**src/hdl/kwm_pkg.sv**
```systemverilog
// Shared types, codes and defaults for the k-way sorted merge block.
package kwm_pkg;

    localparam int NUM_LISTS_DEF  = 8;
    localparam int LIST_DEPTH_DEF = 64;

    localparam logic [1:0] FN_APPEND = 2'd0;
    localparam logic [1:0] FN_POP    = 2'd1;
    localparam logic [1:0] FN_CLEAR  = 2'd2;

    localparam logic [1:0] ST_OK    = 2'd0;
    localparam logic [1:0] ST_EMPTY = 2'd1;
    localparam logic [1:0] ST_FULL  = 2'd2;

    typedef enum logic [2:0] {
        S_IDLE,
        S_EXEC,
        S_SCAN,
        S_DRAIN,
        S_FIN,
        S_DONE
    } t_state;

    typedef struct packed {
        logic [1:0]         func;
        logic [2:0]         list_id;
        logic signed [31:0] value;
    } t_in_item;

    typedef struct packed {
        logic signed [31:0] out_value;
        logic [2:0]         source_list;
        logic [1:0]         status;
    } t_out_item;

    typedef struct packed {
        logic start;
        logic cand_vld;
    } t_cmp_ctl;

endpackage

```
**src/hdl/kwm_cmp.sv**
```systemverilog
// Shared signed comparator holding the running minimum head of a scan.
module kwm_cmp #(
    parameter int LW = 3
) (
    input  logic                i_clk,
    input  logic                i_rst_n,
    input  kwm_pkg::t_cmp_ctl   i_ctl,
    input  logic signed [31:0]  i_cand_val,
    input  logic [LW-1:0]       i_cand_k,
    output logic                o_found,
    output logic signed [31:0]  o_best_val,
    output logic [LW-1:0]       o_best_k
);

    logic               r_found;
    logic signed [31:0] r_best_val;
    logic [LW-1:0]      r_best_k;
    logic               take;

    // strict less-than keeps the lowest index on ties
    assign take = i_ctl.cand_vld && (!r_found || (i_cand_val < r_best_val));

    always_ff @(posedge i_clk) begin
        if (!i_rst_n) begin
            r_found <= 1'b0;
        end else if (i_ctl.start) begin
            r_found <= 1'b0;
        end else if (take) begin
            r_found <= 1'b1;
        end
    end

    always_ff @(posedge i_clk) begin
        if (!i_ctl.start && take) begin
            r_best_val <= i_cand_val;
            r_best_k   <= i_cand_k;
        end
    end

    assign o_found    = r_found;
    assign o_best_val = r_best_val;
    assign o_best_k   = r_best_k;

endmodule

```
**config.mk**
```make
export PLATFORM = sky130hd
export DESIGN_NAME = kwm_cmp
export DESIGN_NICKNAME = d
export VERILOG_FILES = /design/src/hdl/kwm_pkg.sv /design/src/hdl/kwm_cmp.sv
export SDC_FILE = /design/constraint.sdc
export NUM_CORES = 1
export LEC_CHECK = 0
export BUFFER_PORTS_ARGS = -buffer_cell sky130_fd_sc_hd__buf_2
export CELL_PAD_IN_SITES_DETAIL_PLACEMENT = 1
export CELL_PAD_IN_SITES_GLOBAL_PLACEMENT = 1
export CORE_MARGIN = 2
export CORE_UTILIZATION = 40
export DETAILED_ROUTE_END_ITERATION = 12
export PLACE_DENSITY = 0.95
export REMOVE_ABC_BUFFERS = 1
export SLEW_MARGIN = 10
export SYNTH_ARGS = -nofsm -noshare
export SYNTH_HDL_FRONTEND = slang
export SYNTH_SLANG_ARGS = --single-unit
```
**constraint.sdc**
```tcl
create_clock -name i_clk -period 7.2 [get_ports i_clk]
set_input_delay 0.72 -clock i_clk [delete_from_list [all_inputs] [get_ports i_clk]]
set_output_delay 0.72 -clock i_clk [all_outputs]
set_load 0.05 [all_outputs]
```
== After elaboration in Yosys (flattened, before gate mapping) ==
Index checks and enable logic that the tools add are counted.
Operators by class
  add/subtract/negate cells: 0
  multipliers: 0
  div/mod/pow operators: 0
  magnitude comparators: 1
  equality and inequality tests: 0
  shifts and indexed selects: 0
  muxes and demuxes: 0
  bitwise logic cells: 1
  reduce and logical (&&, ||, !) cells: 6
Operator list (count)
  < comparator 32 bit: 1
  logical AND 1 bit: 2
  zero test 1 bit: 2
  OR reduction 2 bit: 1
  logical OR 1 bit: 1
  NOT 1 bit: 1
Storage, ports and cells
  register bits: 36
  latch bits: 0
  bits in writable memories: 0
  bits in read-only memories: 0
  bits of input ports: 39
  memories kept: 0

== Longest topological paths before layout ==
Gate-level depths: netlist (run 1).
  depth after elaboration: 4
  gate-level depth with buffers: 8

== Worst setup path before layout (run 1) ==
Ideal clock, no wire load.
  path type: input-to-reg
  start point: input i_cand_val[30]
  end point: register r_best_k[0], in the netlist o_best_k[0] (enable)
  library setup time: 448 ps
  data arrival time: 3849 ps
  slack: 2903 ps
  cell stages on the path: 7
  buffers on the path: 0
  cell sequence: ha_1 a21oi_2 nand2_1 a221o_1 a211o_1 nor2b_4 nor4_2
On the way
  cells in the longest elaborated chain, start to end: 4
RTL lines
  start, declared: line kwm_cmp.sv:8  | input logic signed [31:0] i_cand_val,
  < comparator 32 bit: line kwm_cmp.sv:21  | assign take = i_ctl.cand_vld && (!r_found || (i_cand_val < r_best_val));
  logical OR 1 bit: line kwm_cmp.sv:21
  logical AND 1 bit: line kwm_cmp.sv:21
  logical AND 1 bit: line kwm_cmp.sv:34  | if (!i_ctl.start && take) begin
  end signal, assigned: line kwm_cmp.sv:36  | r_best_k <= i_cand_k;
  end, declared: line kwm_cmp.sv:17  | logic [LW-1:0] r_best_k;
No other way between the ends.
A chain may end at the register's enable or synchronous reset.

== Worst setup path in the final report (run 1) ==
  start point: input i_cand_val[21]
  end point: register r_best_val[21], in the netlist o_best_val[21] (enable)
On the way
  cells in the longest elaborated chain, start to end: 4
RTL lines
  < comparator 32 bit: line kwm_cmp.sv:21
  logical OR 1 bit: line kwm_cmp.sv:21
  logical AND 1 bit: line kwm_cmp.sv:21
  logical AND 1 bit: line kwm_cmp.sv:34
  end signal, assigned: line kwm_cmp.sv:35  | r_best_val <= i_cand_val;
  end, declared: line kwm_cmp.sv:16  | logic signed [31:0] r_best_val;
No other way between the ends.

==> results.sh, run 1 <==
export IMPL_netlist_area_leader_share=0.5508
export IMPL_place_area_um2=2362
export IMPL_via_count=1466
export IMPL_design_area_um2=2470
export IMPL_cts_root_buf="clkbuf_8"
export IMPL_first_global_vias=1554
export IMPL_clock_sinks=36
export IMPL_cts_buffers=5
export IMPL_wl_per_cell_um=15.23
export IMPL_synth_xor_area_frac=0
export IMPL_critPathKind="input port to register"
export IMPL_die_h_um=73.07
export IMPL_ys_seq_elements=36
export IMPL_ir_drop_v=0.0001005
export IMPL_dr_wl_met3_um=199
export IMPL_synthArstFlopShare=0
export IMPL_powerDensity_nw_per_um2=209.1
export IMPL_leakagePower_nw=1.195
export IMPL_clk_path_buf_depth=2
export IMPL_antenna_found_initial=0
export IMPL_first_pass_iters=4
export IMPL_cp_max_fo=19
export IMPL_met1_length_mm=1.851
export IMPL_clock_latency_ps=280
export IMPL_antenna_cells=0
export IMPL_htree_levels=2
export IMPL_cap_violations=0
export IMPL_cts_hold_buf=0
export IMPL_nFillCells=543
export IMPL_cts_tree="done"
export IMPL_slew_headroom=0.2387
export IMPL_yosys_area_top_type="edfxtp_1"
export IMPL_tns_ps=0
export IMPL_area_growth_syn_to_layout_pct=29.44
export IMPL_routed_wl_mm=4.417
export IMPL_final_cell_mix="74 x buf_2, 35 x edfxtp_1, 32 x inv_1"
export IMPL_synth_compound_area_share=0.08852
export IMPL_synthMuxAreaShare=0
export IMPL_arrival_ps=3420
export IMPL_io_pin_count=75
export IMPL_die_area_um2=5338
export IMPL_yosys_top_cells_area="edfxtp_1 55%, ha_1 20%, inv_1 6.3%, a21oi_1 3.4%, nand4_1 2.0%"
export IMPL_yosysSeqAreaShare=0.5613
export IMPL_rsz0062_at_grt="no"
export IMPL_ys_warnings_count=0
export IMPL_track_usage=0.1727
export IMPL_hpwlAfterDp_mm=3.656
export IMPL_io_buffers=74
export IMPL_gr_total_overflow=0
export IMPL_ant_nets=0
export IMPL_mostFrequentLayoutCell="buf_2"
export IMPL_nets=305
export IMPL_rows=25
export IMPL_syn_cell_area_um2=1908
export IMPL_cts_resized=0
export IMPL_grt_pass1_wl_mm=6.941
export IMPL_drv_slew=0
export IMPL_synth_simple_gate_area_frac=0.08393
export IMPL_synthCells=153
export IMPL_drive_gt1_frac=0.3686
export IMPL_hold_class="register to register"
export IMPL_synth_ff_type="edfxtp_1"
export IMPL_critPathRequiredTime_ps=7170
export IMPL_synth_top_family_by_area="adder cells"
export IMPL_core_area_um2=4661
export IMPL_vias_per_cell=5.055
export IMPL_die_w_um=73.07
export IMPL_tightest_slew_ps=1133
export IMPL_path_clk_slew_ps=70
export IMPL_remaining_drc_errors=0
export IMPL_globalplace_congestion=0.7516
export IMPL_period_share=0.4797
export IMPL_post_cts_buffers=0
export IMPL_max_freq_mhz=289.5
export IMPL_synth_edf_count=35
export IMPL_drt_initial_drc_count=38
export IMPL_routed_wl_met2_mm=2.329
export IMPL_setup_viol=0
export IMPL_status="finished clean"
export IMPL_start_util=0.4094
export IMPL_crit_path_end_kind="register"
export IMPL_period_minus_slack_ps=3454
export IMPL_grt_max_degree=20
export IMPL_finalClockSkew_ps=5.387
export IMPL_ys_types=25
export IMPL_synth_adder_area_share=0.2033
export IMPL_finalHoldViolCount=0
export IMPL_hold_depth=2
export IMPL_utilization=0.5299
export IMPL_synth_avg_cell_area_um2=12.47
export IMPL_reg2reg_depth=9
export IMPL_start_kind="input port"
export IMPL_top_layer_used="met4"
==> routing by layer <==
metal	vias to the layer above	track usage
met1	694	0.2010
li1	719	-
met5	-	0
met2	47	0.3113
met3	6	0.04144
met4	0	0.05144
==> per-stage QoR <==
| step | hold WS, ps | setup WS, ps | instances | total power, mW |
|---|---|---|---|---|
| finish | 568.6 | 3746 | 290 | 0.5166 |
| CTS | 568.8 | 3684 | 290 | 0.5253 |
| global route | 598.1 | 3544 | 290 | 0.5412 |
| detailed placement | 556.2 | 3402 | 282 | 0.3486 |
| global placement | 567.6 | 3499 | 282 | 0.3437 |
| floorplan | 722.9 | 2903 | 153 | 0.3150 |
==> final cells by class <==
cell class / instances / area (um2) / share of cell area
inverters: 32 / 120.1 / 0.04863
repair buffers: 75 / 377.9 / 0.1530
clock buffers: 6 / 72.57 / 0.02938
flip-flops and latches: 36 / 1071 / 0.4336
well taps: 54 / 67.56 / 0.02736
multi-input cells: 85 / 725.7 / 0.2938
clock inverters: 2 / 35.03 / 0.01418
==> where the power goes <==
part	internal (mW)	switching [mW]	total [mW]	leakage (nW)
logic	0.0312	0.0658	0.0969	0.804
registers	0.242	0.00457	0.246	0.336
clock network	0.103	0.0707	0.173	0.0552
==> registers in the layout (all words and copies together), names as in the netlist <==
signal	cells
o_best_k	3
o_found	1
o_best_val	32
==> kinds of logic (layout without fill, tap and decap cells) <==
kind of cell,after synthesis,in the layout
and+or+nand+nor,27,27
adders and majority gates,31,31
AOI/OAI and AO/OA,27,27
DFF,36,36
buffers and inverters,32,115
==> critical path, cell delays in order <==
cell,delay (ps)
buf_2,110
ha_1,300
a21oi_1,190
o21ai_1,100
a221o_1,320
a211o_1,260
nor2b_4,140
nor4_4,850
buf_4,420
==> synth_stat cells (2+ instances only) <==
library cell and count:
a21oi_1 13, nand3_1 3, nand4_1 6, inv_1 32, nand2b_1 2, edfxtp_1 35
nor2_1 3, o21ai_0 5, ha_1 31, a21o_1 2, nand2_1 7
==> worst paths after layout <==
check                 start             end  slack, ps
max reg2reg  o_best_val[31]  o_best_val[21]       3900
min reg2reg         o_found         o_found        570
min                 o_found         o_found        570
max          i_cand_val[21]  o_best_val[21]       3750
Power figures use the tool's default switching activity.
==> inputs of run 2 (changes only) <==
- CORE_UTILIZATION: 40 -> 33
- PLACE_DENSITY: 0.95 -> 0.86
- clock period: 7.2 -> 3.1 ns (I/O delays scaled with it)
==> run 2 against run 1 <==
Effect of this change: global-route usage is 3.0 points lower; utilization is 8.3 points lower; non-clock buffer count is 1 higher; final cell count is 6.6% higher.
==> results.sh, run 2 (synthesis gave the netlist of run 1 again) <==
export IMPL_ir_drop_v=0.0001806
export IMPL_clk_path_buf_depth=2
export IMPL_track_usage=0.1425
export IMPL_io_pin_count=75
export IMPL_utilization=0.4467
export IMPL_routed_wl_mm=4.248
export IMPL_stdcell_count=309
export IMPL_io_buffers=74
export IMPL_core_area_um2=5540
export IMPL_cap_violations=0
export IMPL_critPathKind="register to register"
export IMPL_status="finished clean"
export IMPL_pre_cts_slack_ps=550.0
export IMPL_arrival_ps=2440
export IMPL_setup_viol=0
export IMPL_drv_slew=0
export IMPL_post_cts_buffers=0
export IMPL_rows=27
export IMPL_antenna_found_initial=0
export IMPL_dp_cells=301
export IMPL_largest_register_ffs=32
export IMPL_slew_headroom=0.6836
export IMPL_mostFrequentLayoutCell="buf_2"
export IMPL_antenna_cells=0
export IMPL_cts_hold_buf=0
export IMPL_first_pass_iters=4
export IMPL_wl_per_cell_um=13.75
export IMPL_remaining_drc_errors=0
export IMPL_die_w_um=80.04
export IMPL_grt_max_degree=23
export IMPL_start_kind="register"
export IMPL_powerDensity_nw_per_um2=448.0
export IMPL_hpwlAfterDp_mm=3.567
export IMPL_drt_initial_drc_count=31
export IMPL_ant_nets=0
export IMPL_area_growth_syn_to_layout_pct=29.70
export IMPL_final_cell_mix="74 x buf_2, 35 x edfxtp_1, 32 x inv_1"
export IMPL_critPathRequiredTime_ps=3060
export IMPL_gr_total_overflow=0
export IMPL_via_count=1447
export IMPL_nFillCells=650
export IMPL_cp_max_fo=22
export IMPL_die_h_um=80.04
export IMPL_period_minus_slack_ps=2478
export IMPL_finalClockSkew_ps=4.093
export IMPL_clock_sinks=36
export IMPL_globalplace_congestion=0.7328
export IMPL_drive_gt1_frac=0.3713
export IMPL_hold_class="input port to register"
export IMPL_htree_levels=2
export IMPL_grt_pass1_wl_mm=6.844
export IMPL_cts_root_buf="clkbuf_8"
export IMPL_nets=306
export IMPL_start_util=0.3444
export IMPL_die_area_um2=6406
export IMPL_cts_buffers=5
export IMPL_cts_resized=0
export IMPL_path_clk_slew_ps=70
export IMPL_cts_tree="done"
export IMPL_period_share=0.7994
export IMPL_rsz0062_at_grt="no"
export IMPL_first_global_vias=1540
export IMPL_clock_latency_ps=280
export IMPL_max_freq_mhz=403.5
export IMPL_crit_path_end_kind="register"
export IMPL_leakagePower_nw=1.191
export IMPL_finalHoldViolCount=0
export IMPL_tightest_slew_ps=462.6
export IMPL_fin_ws_ps=621.8
export IMPL_vias_per_cell=4.683
## run 2: worst paths after layout
check,to,from,cells past startpoint,slack (ps)
worst max-delay path,o_best_val[15],o_best_val[30],9,620
worst min-delay path,o_found,i_ctl[1],2,200
worst max register to register,o_best_val[15],o_best_val[30],9,620
worst min register to register,o_found,o_found,2,530
## run 2: area by class of cell
type | instances | area [um2] | area share
Clock buffer | 5 | 68.82 | 0.02781
Clock inverter | 3 | 13.76 | 0.005561
Inverter | 32 | 120.1 | 0.04853
Multi-Input combinational cell | 85 | 725.7 | 0.2932
Sequential cell | 36 | 1071 | 0.4328
Tap cell | 72 | 90.09 | 0.03640
Timing Repair Buffer | 76 | 385.4 | 0.1557
## run 2: through the flow
step	power [mW]	TNS, ps	hold WS [ps]	instance area (um2)
floorplan	0.7316	-41610	386.1	1908
global placement	0.7999	0	483.7	2392
detailed placement	0.8092	0	490.1	2392
CTS	1.131	0	180.9	2475
global route	1.178	0	185.2	2475
finish	1.109	0	197.0	2475
## run 2: metal layers
layer | wire [um] | up-vias | track usage
met2 | 2271 | 48 | 0.2625
met1 | 1706 | 677 | 0.1565
met5 | 0 | - | 0
met3 | 239 | 4 | 0.04186
li1 | - | 718 | -
met4 | 30 | 0 | 0.04237
## run 2: worst max-delay path, stage by stage, from the launching register on
cell and delay (ps):
edfxtp_1 390, inv_1 70, ha_1 250, a21oi_2 160, nand2_1 60, a221o_1 330
a211o_1 250, nor2b_4 140, nor4_4 150, buf_4 340
## run 2: power breakdown
part | internal (mW) | switching (mW) | total, mW
registers | 0.561 | 0.00979 | 0.571
clock network | 0.152 | 0.161 | 0.314
logic | 0.0730 | 0.151 | 0.224
total | 0.786 | 0.322 | 1.11
